[src/rtl/core/lte_pkg.sv]
// types and constants for the load throttle escalation block
// no dependencies; imported by every module under rtl/core
package lte_pkg;

  localparam int LOAD_W    = 16;
  localparam int LIMIT_W   = 8;
  localparam int CFG_IDX_W = 3;
  localparam int CFG_DAT_W = 16;

  typedef enum logic [1:0] {
    MODE_NORMAL    = 2'd0,
    MODE_THROTTLED = 2'd1,
    MODE_SUSPENDED = 2'd2
  } mode_t;

  typedef enum logic [2:0] {
    ACT_NONE           = 3'd0,
    ACT_LOWER          = 3'd1,
    ACT_SUSPEND        = 3'd2,
    ACT_RESUME_RESTORE = 3'd3,
    ACT_RESTORE        = 3'd4
  } action_t;

  typedef enum logic [0:0] {
    OP_SAMPLE  = 1'b0,
    OP_RECOVER = 1'b1
  } op_t;

  localparam logic [CFG_IDX_W-1:0] REG_THROTTLE_LEVEL = 3'd0;
  localparam logic [CFG_IDX_W-1:0] REG_ESCALATE_LEVEL = 3'd1;
  localparam logic [CFG_IDX_W-1:0] REG_RECOVER_LEVEL  = 3'd2;
  localparam logic [CFG_IDX_W-1:0] REG_THROTTLE_LIMIT = 3'd3;
  localparam logic [CFG_IDX_W-1:0] REG_ESCALATE_LIMIT = 3'd4;
  localparam logic [CFG_IDX_W-1:0] REG_RECOVER_LIMIT  = 3'd5;

  localparam logic [LOAD_W-1:0]  THROTTLE_LEVEL_RST = 16'd20480;
  localparam logic [LOAD_W-1:0]  ESCALATE_LEVEL_RST = 16'd24320;
  localparam logic [LOAD_W-1:0]  RECOVER_LEVEL_RST  = 16'd12800;
  localparam logic [LIMIT_W-1:0] THROTTLE_LIMIT_RST = 8'd3;
  localparam logic [LIMIT_W-1:0] ESCALATE_LIMIT_RST = 8'd5;
  localparam logic [LIMIT_W-1:0] RECOVER_LIMIT_RST  = 8'd5;

  typedef struct packed {
    logic              operation;
    logic [LOAD_W-1:0] load_sample;
  } in_item_t;

  typedef struct packed {
    logic              changed;
    logic [1:0]        previous_mode;
    logic [1:0]        current_mode;
    logic [2:0]        action;
    logic [LOAD_W-1:0] reported_load;
  } out_item_t;

  typedef struct packed {
    logic [LOAD_W-1:0]  throttle_level;
    logic [LOAD_W-1:0]  escalate_level;
    logic [LOAD_W-1:0]  recover_level;
    logic [LIMIT_W-1:0] throttle_run_limit;
    logic [LIMIT_W-1:0] escalate_run_limit;
    logic [LIMIT_W-1:0] recover_run_limit;
  } lte_cfg_t;

endpackage

[src/rtl/core/lte_cfg_regs.sv]
// configuration register bank: levels and run limits
// depends on lte_pkg
module lte_cfg_regs (
  input  logic                             clk,
  input  logic                             rst_n,
  input  logic                             cfg_we,
  input  logic [lte_pkg::CFG_IDX_W-1:0]    cfg_index,
  input  logic [lte_pkg::CFG_DAT_W-1:0]    cfg_wdata,
  output lte_pkg::lte_cfg_t                cfg
);
  import lte_pkg::*;

  lte_cfg_t cfg_r;
  lte_cfg_t cfg_nxt;

  always_comb begin
    cfg_nxt = cfg_r;
    if (cfg_we) begin
      case (cfg_index)
        REG_THROTTLE_LEVEL: cfg_nxt.throttle_level     = cfg_wdata;
        REG_ESCALATE_LEVEL: cfg_nxt.escalate_level     = cfg_wdata;
        REG_RECOVER_LEVEL:  cfg_nxt.recover_level      = cfg_wdata;
        REG_THROTTLE_LIMIT: cfg_nxt.throttle_run_limit = cfg_wdata[LIMIT_W-1:0];
        REG_ESCALATE_LIMIT: cfg_nxt.escalate_run_limit = cfg_wdata[LIMIT_W-1:0];
        REG_RECOVER_LIMIT:  cfg_nxt.recover_run_limit  = cfg_wdata[LIMIT_W-1:0];
        default: ;  // unmapped index, write dropped
      endcase
    end
  end

  always_ff @(posedge clk) begin
    if (!rst_n) begin
      cfg_r.throttle_level     <= THROTTLE_LEVEL_RST;
      cfg_r.escalate_level     <= ESCALATE_LEVEL_RST;
      cfg_r.recover_level      <= RECOVER_LEVEL_RST;
      cfg_r.throttle_run_limit <= THROTTLE_LIMIT_RST;
      cfg_r.escalate_run_limit <= ESCALATE_LIMIT_RST;
      cfg_r.recover_run_limit  <= RECOVER_LIMIT_RST;
    end else begin
      cfg_r <= cfg_nxt;
    end
  end

  assign cfg = cfg_r;

endmodule

[src/rtl/core/lte_step.sv]
// per-item decision logic: run counter updates, mode move and result word
// depends on lte_pkg
module lte_step #(
  parameter int RUN_W = 8
) (
  input  lte_pkg::in_item_t   item,
  input  lte_pkg::lte_cfg_t   cfg,
  input  lte_pkg::mode_t      mode,
  input  logic [RUN_W-1:0]    high_run,
  input  logic [RUN_W-1:0]    critical_run,
  input  logic [RUN_W-1:0]    low_run,
  output lte_pkg::mode_t      mode_nxt,
  output logic [RUN_W-1:0]    high_run_nxt,
  output logic [RUN_W-1:0]    critical_run_nxt,
  output logic [RUN_W-1:0]    low_run_nxt,
  output lte_pkg::out_item_t  result
);
  import lte_pkg::*;

  localparam int CMP_W = (RUN_W > LIMIT_W) ? RUN_W : LIMIT_W;

  logic             is_sample;
  logic             high_hit, crit_hit, low_hit;
  logic [RUN_W-1:0] high_inc, crit_inc, low_inc;
  logic             high_done, crit_done, low_done;
  logic             moved;
  action_t          act;

  assign is_sample = (op_t'(item.operation) == OP_SAMPLE);

  assign high_hit = item.load_sample >= cfg.throttle_level;
  assign crit_hit = item.load_sample >= cfg.escalate_level;
  assign low_hit  = item.load_sample <  cfg.recover_level;

  // saturating run counters
  assign high_inc = !high_hit ? '0 : (&high_run)     ? high_run     : high_run + 1'b1;
  assign crit_inc = !crit_hit ? '0 : (&critical_run) ? critical_run : critical_run + 1'b1;
  assign low_inc  = !low_hit  ? '0 : (&low_run)      ? low_run      : low_run + 1'b1;

  // limit wider than the counter is simply never reached
  assign high_done = CMP_W'(high_inc) >= CMP_W'(cfg.throttle_run_limit);
  assign crit_done = CMP_W'(crit_inc) >= CMP_W'(cfg.escalate_run_limit);
  assign low_done  = CMP_W'(low_inc)  >= CMP_W'(cfg.recover_run_limit);

  // next mode
  always_comb begin
    mode_nxt = mode;
    if (!is_sample) begin
      mode_nxt = MODE_NORMAL;
    end else begin
      case (mode)
        MODE_NORMAL: begin
          if (high_done) mode_nxt = MODE_THROTTLED;
        end
        MODE_THROTTLED: begin
          if (crit_done)     mode_nxt = MODE_SUSPENDED;
          else if (low_done) mode_nxt = MODE_NORMAL;
        end
        MODE_SUSPENDED: begin
          if (low_done) mode_nxt = MODE_NORMAL;
        end
        default: mode_nxt = mode;
      endcase
    end
  end

  assign moved = (mode_nxt != mode);

  // action code and result word
  always_comb begin
    case (mode_nxt)
      MODE_THROTTLED: act = moved ? ACT_LOWER : ACT_NONE;
      MODE_SUSPENDED: act = moved ? ACT_SUSPEND : ACT_NONE;
      MODE_NORMAL: begin
        if (!moved)                      act = ACT_NONE;
        else if (mode == MODE_SUSPENDED) act = ACT_RESUME_RESTORE;
        else                             act = ACT_RESTORE;
      end
      default: act = ACT_NONE;
    endcase
    result.changed       = moved;
    result.previous_mode = mode;
    result.current_mode  = mode_nxt;
    result.action        = act;
    result.reported_load = (moved && is_sample) ? item.load_sample : '0;
  end

  // every move clears the runs; a recover in normal keeps them
  always_comb begin
    if (moved) begin
      high_run_nxt     = '0;
      critical_run_nxt = '0;
      low_run_nxt      = '0;
    end else if (!is_sample) begin
      high_run_nxt     = high_run;
      critical_run_nxt = critical_run;
      low_run_nxt      = low_run;
    end else begin
      high_run_nxt     = high_inc;
      critical_run_nxt = crit_inc;
      low_run_nxt      = low_inc;
    end
  end

endmodule

[src/rtl/core/load_throttle_escalation_fsm_core.sv]
// an item passes the input register, then the result register, where its result is valid
// one item per cycle when not stalled; mode and run counters update in the result stage
// the input stage keeps accepting while a result waits, until both registers are full
// reset (rst_n low, synchronous): mode normal, run counters zero, both stages empty,
// configuration registers back to their default levels and limits
module load_throttle_escalation_fsm_core #(
  parameter int RUN_COUNT_WIDTH = 8
) (
  input  logic                             clk,
  input  logic                             rst_n,
  input  logic                             in_valid,
  output logic                             in_ready,
  input  lte_pkg::in_item_t                in_data,
  output logic                             out_valid,
  input  logic                             out_ready,
  output lte_pkg::out_item_t               out_data,
  input  logic                             cfg_we,
  input  logic [lte_pkg::CFG_IDX_W-1:0]    cfg_index,
  input  logic [lte_pkg::CFG_DAT_W-1:0]    cfg_wdata
);
  import lte_pkg::*;

  lte_cfg_t                   cfg;

  logic                       s1_valid_r, s1_valid_nxt;
  in_item_t                   s1_item_r;
  logic                       out_valid_r, out_valid_nxt;
  out_item_t                  out_item_r;

  mode_t                      mode_r, mode_nxt;
  logic [RUN_COUNT_WIDTH-1:0] high_run_r, high_run_nxt;
  logic [RUN_COUNT_WIDTH-1:0] critical_run_r, critical_run_nxt;
  logic [RUN_COUNT_WIDTH-1:0] low_run_r, low_run_nxt;
  out_item_t                  step_result;

  logic                       s1_adv;
  logic                       s1_load;
  logic                       s2_load;

  lte_cfg_regs u_cfg (
    .clk       (clk),
    .rst_n     (rst_n),
    .cfg_we    (cfg_we),
    .cfg_index (cfg_index),
    .cfg_wdata (cfg_wdata),
    .cfg       (cfg)
  );

  lte_step #(
    .RUN_W (RUN_COUNT_WIDTH)
  ) u_step (
    .item             (s1_item_r),
    .cfg              (cfg),
    .mode             (mode_r),
    .high_run         (high_run_r),
    .critical_run     (critical_run_r),
    .low_run          (low_run_r),
    .mode_nxt         (mode_nxt),
    .high_run_nxt     (high_run_nxt),
    .critical_run_nxt (critical_run_nxt),
    .low_run_nxt      (low_run_nxt),
    .result           (step_result)
  );

  // result register frees up when empty or being taken
  assign s1_adv   = !out_valid_r || out_ready;
  assign in_ready = !s1_valid_r || s1_adv;
  assign s1_load  = in_valid && in_ready;
  assign s2_load  = s1_valid_r && s1_adv;

  assign s1_valid_nxt  = s1_load || (s1_valid_r && !s1_adv);
  assign out_valid_nxt = s2_load || (out_valid_r && !out_ready);

  always_ff @(posedge clk) begin
    if (!rst_n) begin
      s1_valid_r     <= 1'b0;
      out_valid_r    <= 1'b0;
      mode_r         <= MODE_NORMAL;
      high_run_r     <= '0;
      critical_run_r <= '0;
      low_run_r      <= '0;
    end else begin
      s1_valid_r  <= s1_valid_nxt;
      out_valid_r <= out_valid_nxt;
      if (s2_load) begin
        mode_r         <= mode_nxt;
        high_run_r     <= high_run_nxt;
        critical_run_r <= critical_run_nxt;
        low_run_r      <= low_run_nxt;
      end
    end
  end

  always_ff @(posedge clk) begin
    if (s1_load) begin
      s1_item_r <= in_data;
    end
    if (s2_load) begin
      out_item_r <= step_result;
    end
  end

  assign out_valid = out_valid_r;
  assign out_data  = out_item_r;

`ifndef SYNTH
  // state register tracks the mode reported in the newest result
  a_mode_matches_result: assert property (@(posedge clk) disable iff (!rst_n)
    $past(s2_load) |-> (mode_r == mode_t'(out_item_r.current_mode)))
    else $error("mode register disagrees with last result");

  // a move leaves all run counters cleared
  a_move_clears_runs: assert property (@(posedge clk) disable iff (!rst_n)
    $past(s2_load) && out_item_r.changed |->
      (high_run_r == '0) && (critical_run_r == '0) && (low_run_r == '0))
    else $error("run counters not cleared after a move");

  // input side only stalls when the input register is held
  a_stall_only_when_full: assert property (@(posedge clk) disable iff (!rst_n)
    !in_ready |-> s1_valid_r && out_valid_r && !out_ready)
    else $error("input stalled without a full pipeline");

  // result stage never overwritten while a result is waiting
  a_no_overwrite: assert property (@(posedge clk) disable iff (!rst_n)
    out_valid_r && !out_ready |=> out_valid_r && $stable(out_item_r))
    else $error("pending result overwritten");
`endif

endmodule
[config.mk]
export PLATFORM = sky130hd
export DESIGN_NAME = load_throttle_escalation_fsm_core
export DESIGN_NICKNAME = d
export VERILOG_FILES = /design/src/rtl/core/lte_pkg.sv /design/src/rtl/core/lte_cfg_regs.sv /design/src/rtl/core/lte_step.sv /design/src/rtl/core/load_throttle_escalation_fsm_core.sv
export SDC_FILE = /design/constraint.sdc
export NUM_CORES = 1
export LEC_CHECK = 0
export ABC_CLOCK_PERIOD_IN_PS = 4800
export BUFFER_PORTS_ARGS = -buffer_cell sky130_fd_sc_hd__buf_4
export CELL_PAD_IN_SITES_DETAIL_PLACEMENT = 0
export CELL_PAD_IN_SITES_GLOBAL_PLACEMENT = 1
export CORE_MARGIN = 5
export CORE_UTILIZATION = 46
export DETAILED_ROUTE_END_ITERATION = 8
export PLACE_DENSITY = 0.8
export SLEW_MARGIN = 30
export SYNTH_ARGS = -nofsm -noshare
export SYNTH_HDL_FRONTEND = slang
export SYNTH_SLANG_ARGS = --single-unit
[constraint.sdc]
create_clock -name clk -period 4.8 [get_ports clk]
set_clock_uncertainty 0.2 [all_clocks]
set_input_delay 0.48 -clock clk [delete_from_list [all_inputs] [get_ports clk]]
set_output_delay 0.48 -clock clk [all_outputs]
set_load 0.02 [all_outputs]
* Word level (Yosys, flattened, before mapping) *
Cells that the tools add are included.

storage, ports and cells
  register bits after elaboration = 141
  input port bits = 41
  output and inout bits = 26
  word-level logic and storage cells = 88

operators by class
  $add $sub $neg = 3
  $lt $le $gt $ge = 6
  equality and inequality tests = 11
  mux-type cells = 22
  bitwise logic cells = 1
  reductions and logical operators = 26

operators with widths
  kind                 count
  $mux 8               12
  $ge 16x16->1         2
  $add 8x1->8 const B  3
  $ge 8x8->1           3
  $reduce_and 8->1     3
  $lt 16x16->1         1
  $reduce_and 2->1     7
  $mux 2               5
  $pmux 3 s3           1
  $eq 3x2->1 const B   2
  $eq 3x3->1 const B   2
  $mux 3               2
  $pmux 2 s3           1
  $logic_and 1x1->1    5
  $eq 2x1->1 const B   2
  $eq 2x2->1 const B   2
  $logic_not 1->1      4
  $logic_not 2->1      2
  $logic_or 1x1->1     4
  $eq 3x1->1 const B   1
  $logic_not 3->1      1
  $ne 2x1->1 const B   1
  $ne 2x2->1           1
  $mux 1               1
  $not 1->1            1

* Logic depth before layout (Yosys ltp) *
Gate-level depths: netlist of the first run.

  word-level depth = 11
  gate-level depth with buffers = 18
  depth with buffers taken out = 16

* Hierarchy *
A second synthesis of the first run with hierarchy kept.

second synthesis, totals
  cells, all modules = 923
  area, all modules = 8399.3 um^2

by module, submodules not included
  module                             instances  cells an instance  area an instance (um^2)  sequential area each (um^2)
  lte_step                           1          492                3283.1                   0.0
  lte_cfg_regs                       1          268                2756.4                   1441.4
  load_throttle_escalation_fsm_core  1          163                2359.8                   1791.7

* Least setup slack after synthesis of the first run *
No wires, ideal clock.

  path kind = register to register
  start = register s1_item_r[10] in the netlist's numbering
  end = register out_item_r (netlist bit out_data[10]) (data pin)
  setup time = 0.255 ns
  data arrival time = 3.662 ns
  required time = 4.345 ns
  path slack = 0.683 ns
  stages on the path, launching flop included = 16
  path buffers = 2
  clock period less this slack = 4.117 ns
  cells stage by stage = edfxtp_1 -> ha_1 -> and3_1 -> a221o_1 -> a211oi_1 -> a21o_1 -> clkbuf_1 -> nor2_1 -> ha_1 -> or4_1 -> a21oi_1 -> o31a_2 -> nor4b_4 -> a2111oi_2 -> clkbuf_1 -> and2_1

on the way
  longest elaborated chain between the ends = 9
  elaborated cells on any way between the ends = 16
  those cells by class = 6 x order compare; 1 x eq/ne; 8 x mux; 1 x reduce/logical

ends and longest elaborated chain
  element                 line                                     text
  start, declared         load_throttle_escalation_fsm_core.sv:26  in_item_t s1_item_r;
  start signal, assigned  load_throttle_escalation_fsm_core.sv:96  s1_item_r <= in_data;
  $lt 16x16->1            lte_step.sv:33                           assign low_hit = item.load_sample < cfg.recover_level;
  $mux 8                  lte_step.sv:38                           assign low_inc = !low_hit ? '0 : (&low_run) ? low_run : low_run + 1'b1;
  $ge 8x8->1              lte_step.sv:43                           assign low_done = CMP_W'(low_inc) >= CMP_W'(cfg.recover_run_limit);
  $mux 2                  lte_step.sv:57, lte_step.sv:60
  $mux 2                  lte_step.sv:56                           if (crit_done) mode_nxt = MODE_SUSPENDED;
  $pmux 2 s3              lte_step.sv:51                           case (mode)
  $mux 2                  lte_step.sv:48                           if (!is_sample) begin
  $ne 2x2->1              lte_step.sv:67                           assign moved = (mode_nxt != mode);
  $logic_and 1x1->1       lte_step.sv:85                           result.reported_load = (moved && is_sample) ? item.load_sample : '0;
  end signal, assigned    load_throttle_escalation_fsm_core.sv:99  out_item_r <= step_result;
  end, declared           load_throttle_escalation_fsm_core.sv:28  out_item_t out_item_r;

Several ways; a longest one is shown, not always the timed one.
A chain may end at the register's enable or synchronous reset.

* Worst setup path after layout of the first run *
  start = register s1_item_r[10] in the netlist's numbering
  end = register low_run_r[4]

on the way
  longest elaborated chain between the ends = 10
  elaborated cells on any way between the ends = 19
  those cells by class = 6 x order compare; 2 x eq/ne; 10 x mux; 1 x reduce/logical

ends and longest elaborated chain
  element                     line                                     text
  $lt 16x16->1                lte_step.sv:33
  $mux 8                      lte_step.sv:38
  $ge 8x8->1                  lte_step.sv:43
  $mux 2                      lte_step.sv:57, lte_step.sv:60
  $mux 2                      lte_step.sv:56
  $pmux 2 s3                  lte_step.sv:51
  $mux 2                      lte_step.sv:48
  $ne 2x2->1                  lte_step.sv:67
  $ne 2x1->1 (no line)        --
  $reduce_and 2->1 (no line)  --
  end signal, assigned        load_throttle_escalation_fsm_core.sv:89  low_run_r <= low_run_nxt;
  end, declared               load_throttle_escalation_fsm_core.sv:33  logic [RUN_COUNT_WIDTH-1:0] low_run_r, low_run_nxt;

Several ways; a longest one is shown, not always the timed one. The select of a mux whose other input is x is not followed.

==> results_dict.tcl, run 1 <==
set metrics [dict create \
    clockBufferDepth 2 \
    drive_gt1_share_pct 14.7 \
    grt_overflow_total 0 \
    synth_area_sq_um 7440 \
    end_kind "flip-flop" \
    antenna_found_initial 0 \
    cts_root_buffer "clkbuf_16" \
    crit_family "simple AND/OR/NAND/NOR gates" \
    ant_nets 0 \
    rows 46 \
    grt_pass1_vias 6171 \
    gp_congestion 0.890 \
    max_slew_margin_pct 35.2 \
    drt-wirelength-per-cell_microns 16.8 \
    worst_path_max_delay_cell "or4_1" \
    drc 0 \
    crit_type "flip-flop to flip-flop" \
    finalCriticalPeriod_ps 4450 \
    rsz0062_at_grt "no" \
    tritoncts "done" \
    drt_iter0_drc 331 \
    yosys_warnings 0 \
    vias_per_cell 5.40 \
    critPathMaxStageDelay_ps 530 \
    nFillCells 1423 \
    synth-main-ff-cell "dfxtp_1" \
    fin_crit_sh_pct 92.6 \
    dpl_cell_area_sq_um 8240 \
    core_area_sq_um 15900 \
    hold_violations 0 \
    grt_pass1_wl_mm 31.2 \
    numCtsBuffers 17 \
    setup_tns_ps 0 \
    num_vias 6089 \
    hp-class "input port to flip-flop" \
    io_buffers 66 \
    htreeDepth 4 \
    fp.dieW_microns 137 \
    total_power_mw 2.93 \
    nets 1012 \
    synth_edf_count 41 \
    cp_max_fo 10 \
    die_area_sq_um 18800 \
    dieHeight_microns 137 \
    synth_cell_types 51 \
    start_util_pct 46.8 \
    post-dp-hpwl_mm 13.5 \
    grt_use_total_pct 21.4 \
    cp.arrival_ps 4590 \
    clock.fmax_mhz 225 \
    async_reset_ff_share_pct 0 \
    yosysTopAreaCell "dfxtp_1" \
    yosysSeqAreaShare_pct 43.5 \
    p_leak_nw 3.59 \
    synth-seq-cells 141 \
    synth_area_leaders "dfxtp_1 27%, edfxtp_1 17%, ha_1 12%, nand2_1 8.1%, a21boi_0 5.5%" \
    cts.sinks 141 \
    postLayoutCellArea_sq_um 8910 \
    critPathBufInv 1 \
    synth_top_cell_area_share_pct 26.9 \
    drt_wl_total_mm 18.9 \
    holdWs_ps 29.7 \
    setup_viol 0 \
    clk_latency_ps 420 \
    cts_setup_buffers 0 \
    ir_drop_v 0.000250 \
    syn-mean-instance-area_sq_um 9.09 \
    tightest_slew_ps 971 \
    required_ps 4940 \
    layout-area-overhead-vs-synth_pct 19.8 \
    syn-num-nets 934 \
    drv_cap 0 \
    maxSlewViolCount 0 \
    drt_pre_antenna_iters 5 \
    synth_cells 819 \
    clk_pin_slew_ps 60 \
    startpoint_type "flip-flop" \
    status "finished, final reports clean" \
    powerDensity_nw_per_um2 329 \
    grt_max_degree 79 \
    io_pins 67 \
    cp_cell_sequence "ha_1 -> and3_1 -> a221o_1 -> a211oi_1 -> a21o_2 -> nor2_1 -> ha_1 -> or4_1 -> a21oi_1 -> o31a_2 -> nor4b_4 -> o31ai_2 -> buf_4 -> or4_1 -> o21ai_0" \
]
## sequential cells by signal, summed over array words and instances (netlist names)
name,count
critical_run_r,8
high_run_r,8
low_run_r,8
mode_r,2
out_data,24
out_valid,1
s1_item_r,17
s1_valid_r,1
u_cfg.cfg,72
## layout make-up
| class | instances | area, sq um | area share (%) |
|---|---|---|---|
| flip-flops and latches | 141 | 3230 | 36.3 |
| repair buffers | 80 | 608 | 6.82 |
| well taps | 216 | 270 | 3.03 |
| clock buffers | 19 | 464 | 5.21 |
| diodes | 1 | 2.50 | 0.0281 |
| clock inverters | 13 | 163 | 1.83 |
| multi-input cells | 577 | 3870 | 43.4 |
| inverters | 80 | 300 | 3.37 |
## logic make-up (layout without fill, tap and decap cells)
group	after synthesis	in the layout	share of synthesized area, %
fa+ha+maj	74	74	12.4
other cells	0	1	0
compound gates	198	198	19.7
buf+inv	101	192	5.13
flops	141	141	43.5
mux	5	5	0.673
xor+xnor	3	3	0.353
simple gates	297	297	18.2
## layout by cell type, fill, tap and decap left out, types with 6 or more instances in the layout
master,n
edfxtp_1,41
ha_1,74
nand4_1,10
inv_1,80
and3_1,6
and2_1,22
dfxtp_1,100
o21ai_0,16
a21o_1,16
o21a_1,9
a21oi_1,25
nand2b_1,9
a31oi_1,6
nor2b_1,11
nor3_1,8
clkbuf_16,18
nor2_1,33
buf_4,78
a22o_1,12
a211oi_1,11
a21boi_0,55
nand2_1,160
nand3_1,21
o211ai_1,18
## path summary, 6_finish.rpt
check	slack (ps)	cells after the start	to	startpoint
setup / recovery	350	15	low_run_r[4]	s1_item_r[10]
hold / removal	30	1	s1_item_r[5]	in_data[5]
setup reg to reg	350	15	low_run_r[4]	s1_item_r[10]
hold reg to reg	260	2	u_cfg.cfg[39]	u_cfg.cfg[39]
## stage by stage
step | worst slack (ps) | std cells | utilization, %
floorplan | 683 | 819 | -
global placement | 406 | 1092 | 51.9
detailed placement | 289 | 1092 | 51.9
CTS | 249 | 1124 | 55.8
global route | 51.0 | 1126 | 56.1
finish | 353 | 1127 | 56.1
## Yosys cell counts, types with 12 or more instances
| library cell | n |
|---|---|
| a22o_1 | 12 |
| a211oi_1 | 12 |
| o211ai_1 | 18 |
| nand3_1 | 21 |
| and2_1 | 23 |
| nand2_1 | 160 |
| clkbuf_1 | 19 |
| inv_1 | 80 |
| ha_1 | 74 |
| dfxtp_1 | 100 |
| nor2_1 | 34 |
| a21oi_1 | 25 |
| o21ai_0 | 16 |
| edfxtp_1 | 41 |
| a21o_1 | 17 |
| a21boi_0 | 55 |
## worst register-to-register path, delay by kind of cell (launching register included)
family | cells | cell delay (ps)
compound gates | 7 | 1510
buf+inv | 1 | 140
flops | 1 | 450
fa+ha+maj | 2 | 510
simple gates | 5 | 1550
## report_power, final
part | internal, mW | switching [mW] | total (mW)
logic | 0.108 | 0.154 | 0.261
registers | 1.26 | 0.0227 | 1.28
clock network | 0.863 | 0.524 | 1.39
total | 2.23 | 0.700 | 2.93
## repair_timing
action / CTS / global route
endpoints found under the setup margin: 0 / 3
hold buffers: 0 / 0
gates resized for setup: 0 / 4
## layer usage
| metal | GRT usage [%] | wire [microns] | vias up |
|---|---|---|---|
| li1 | - | - | 3044 |
| met1 | 29.2 | 9280 | 2900 |
| met2 | 34.4 | 8580 | 124 |
| met3 | 4.46 | 813 | 21 |
| met4 | 6.15 | 221 | 0 |
| met5 | 0 | 0 | - |
Note: power is estimated with default switching activity, not from simulation.
==> run 2, diff against run 1 <==
Settings changed: ABC_CLOCK_PERIOD_IN_PS 4800 to 4700.
Clock period 4.8 ns to 4.7 ns, I/O delays scaled along.
==> results_dict.tcl, run 2 (synthesis results as in run 1) <==
set metrics [dict create \
    powerDensity_nw_per_um2 318 \
    startpoint_type "flip-flop" \
    mostFrequentLayoutCell "nand2_1" \
    cp.arrival_ps 4630 \
    cts.sinks 141 \
    antenna_found_initial 0 \
    clockBufferDepth 2 \
    swShare_pct 24.8 \
    fp.dieW_microns 137 \
    drc 0 \
    drt_iter0_drc 309 \
    layout_setup_ws_ps 216 \
    final_cell_mix "160 x nand2_1, 100 x dfxtp_1, 80 x inv_1" \
    ir_drop_v 0.000259 \
    drt_wl_total_mm 18.8 \
    gp_congestion 0.870 \
    post-dp-hpwl_mm 13.5 \
    dieHeight_microns 137 \
    maxSlewViolCount 0 \
    clock.fmax_mhz 223 \
    place_ws_ps 188 \
    core_area_sq_um 15900 \
    io_buffers 66 \
    ant_nets 0 \
    cp_max_fo 7 \
    max_slew_margin_pct 33.8 \
    grt_use_total_pct 21.0 \
    diodes 0 \
    grt_pass1_vias 6032 \
    crit_type "flip-flop to flip-flop" \
    setup_viol 0 \
    clk_pin_slew_ps 60 \
    start_util_pct 46.8 \
    fin_crit_sh_pct 95.4 \
    drt-wirelength-per-cell_microns 16.7 \
    worst_path_max_delay_cell "edfxtp_1" \
    end_kind "flip-flop" \
    vias_per_cell 5.36 \
    grt_overflow_total 0 \
    rows 46 \
    p_leak_nw 3.56 \
    cts_root_buffer "clkbuf_16" \
    seq_power_share_pct 46.4 \
    num_vias 6038 \
    tightest_slew_ps 994 \
    hp-class "input port to flip-flop" \
    tritoncts "done" \
    clk_latency_ps 420 \
    combPwrFrac_pct 9.7 \
    htreeDepth 4 \
    cts_setup_buffers 0 \
    numCtsBuffers 17 \
    largest_reg_flops 72 \
    layout-area-overhead-vs-synth_pct 19.1 \
    total_power_mw 2.82 \
    dpl_cell_area_sq_um 8260 \
    critPathMaxStageDelay_ps 470 \
    drv_cap 0 \
    required_ps 4840 \
    holdWs_ps 20.8 \
    rsz0062_at_grt "yes" \
    io_pins 67 \
    drt_pre_antenna_iters 4 \
    grt_max_degree 79 \
    clockPowerShare_pct 43.9 \
    drive_gt1_share_pct 14.3 \
    setup_tns_ps 0 \
    status "finished, final reports clean" \
    nets 1012 \
    finalCriticalPeriod_ps 4480 \
    grt_pass1_wl_mm 30.8 \
    p_int_mw 2.12 \
    postLayoutCellArea_sq_um 8860 \
    power.switching_uw 699 \
    cp_cell_sequence "ha_1 -> and3_1 -> a221o_1 -> a211oi_2 -> a21o_1 -> buf_4 -> a21oi_1 -> ha_1 -> or4_1 -> a21oi_1 -> o31a_2 -> nor4b_4 -> o31ai_2 -> buf_4 -> or4_1 -> o21ai_0" \
    hold_violations 0 \
    die_area_sq_um 18800 \
]
[run 2: per-layer routing]
layer	track usage (%)	vias up	wire, microns
met5	0	-	0
met4	5.54	0	212
met3	3.91	18	852
met2	34.2	121	8600
met1	28.8	2862	9110
li1	-	3037	-
[run 2: what timing repair did]
| item | 4_1_cts | 5_1_grt |
|---|---|---|
| hold buffers | 0 | 0 |
| gates resized for setup | 0 | 7 |
| setup endpoints to repair | 0 | 24 |
[run 2: final cells by class]
class	count	area, sq um
well taps	216	270
fillers	1463	7020
inverters	80	300
repair buffers	80	617
clock inverters	12	98.8
clock buffers	20	437
flip-flops and latches	141	3230
multi-input cells	577	3910
[run 2: worst max-delay path: cells and delay by family, from the launching register on]
kind | cells | cell delay [ps]
adder cells (fa/ha/maj) | 2 | 540
flip-flops | 1 | 470
buffers and inverters | 2 | 340
AND/OR/NAND/NOR | 4 | 1310
AO/OA/AOI/OAI | 8 | 1510
[run 2: worst paths after layout]
path,startpoint,end,slack (ps),cells after the start
hold reg to reg,u_cfg.cfg[58],u_cfg.cfg[58],270,2
setup / recovery,s1_item_r[10],low_run_r[4],220,16
hold / removal,in_data[11],s1_item_r[11],20,1
setup reg to reg,s1_item_r[10],low_run_r[4],220,16
[run 2: through the flow]
stage	instances	util, %
2_1_floorplan	819	-
3_3_place_gp	1093	52.0
3_5_place_dp	1093	52.0
4_1_cts	1125	55.4
5_1_grt	1126	55.8
6_report	1126	55.8
[run 2: power groups by stage]
stage	clock [mW]	sequential (mW)	combinational [mW]
finish	1.24	1.31	0.273
global route	1.31	1.31	0.306
CTS	1.26	1.31	0.269
detailed placement	0	1.34	0.268
global placement	0	1.33	0.262
floorplan	0	1.34	0.144
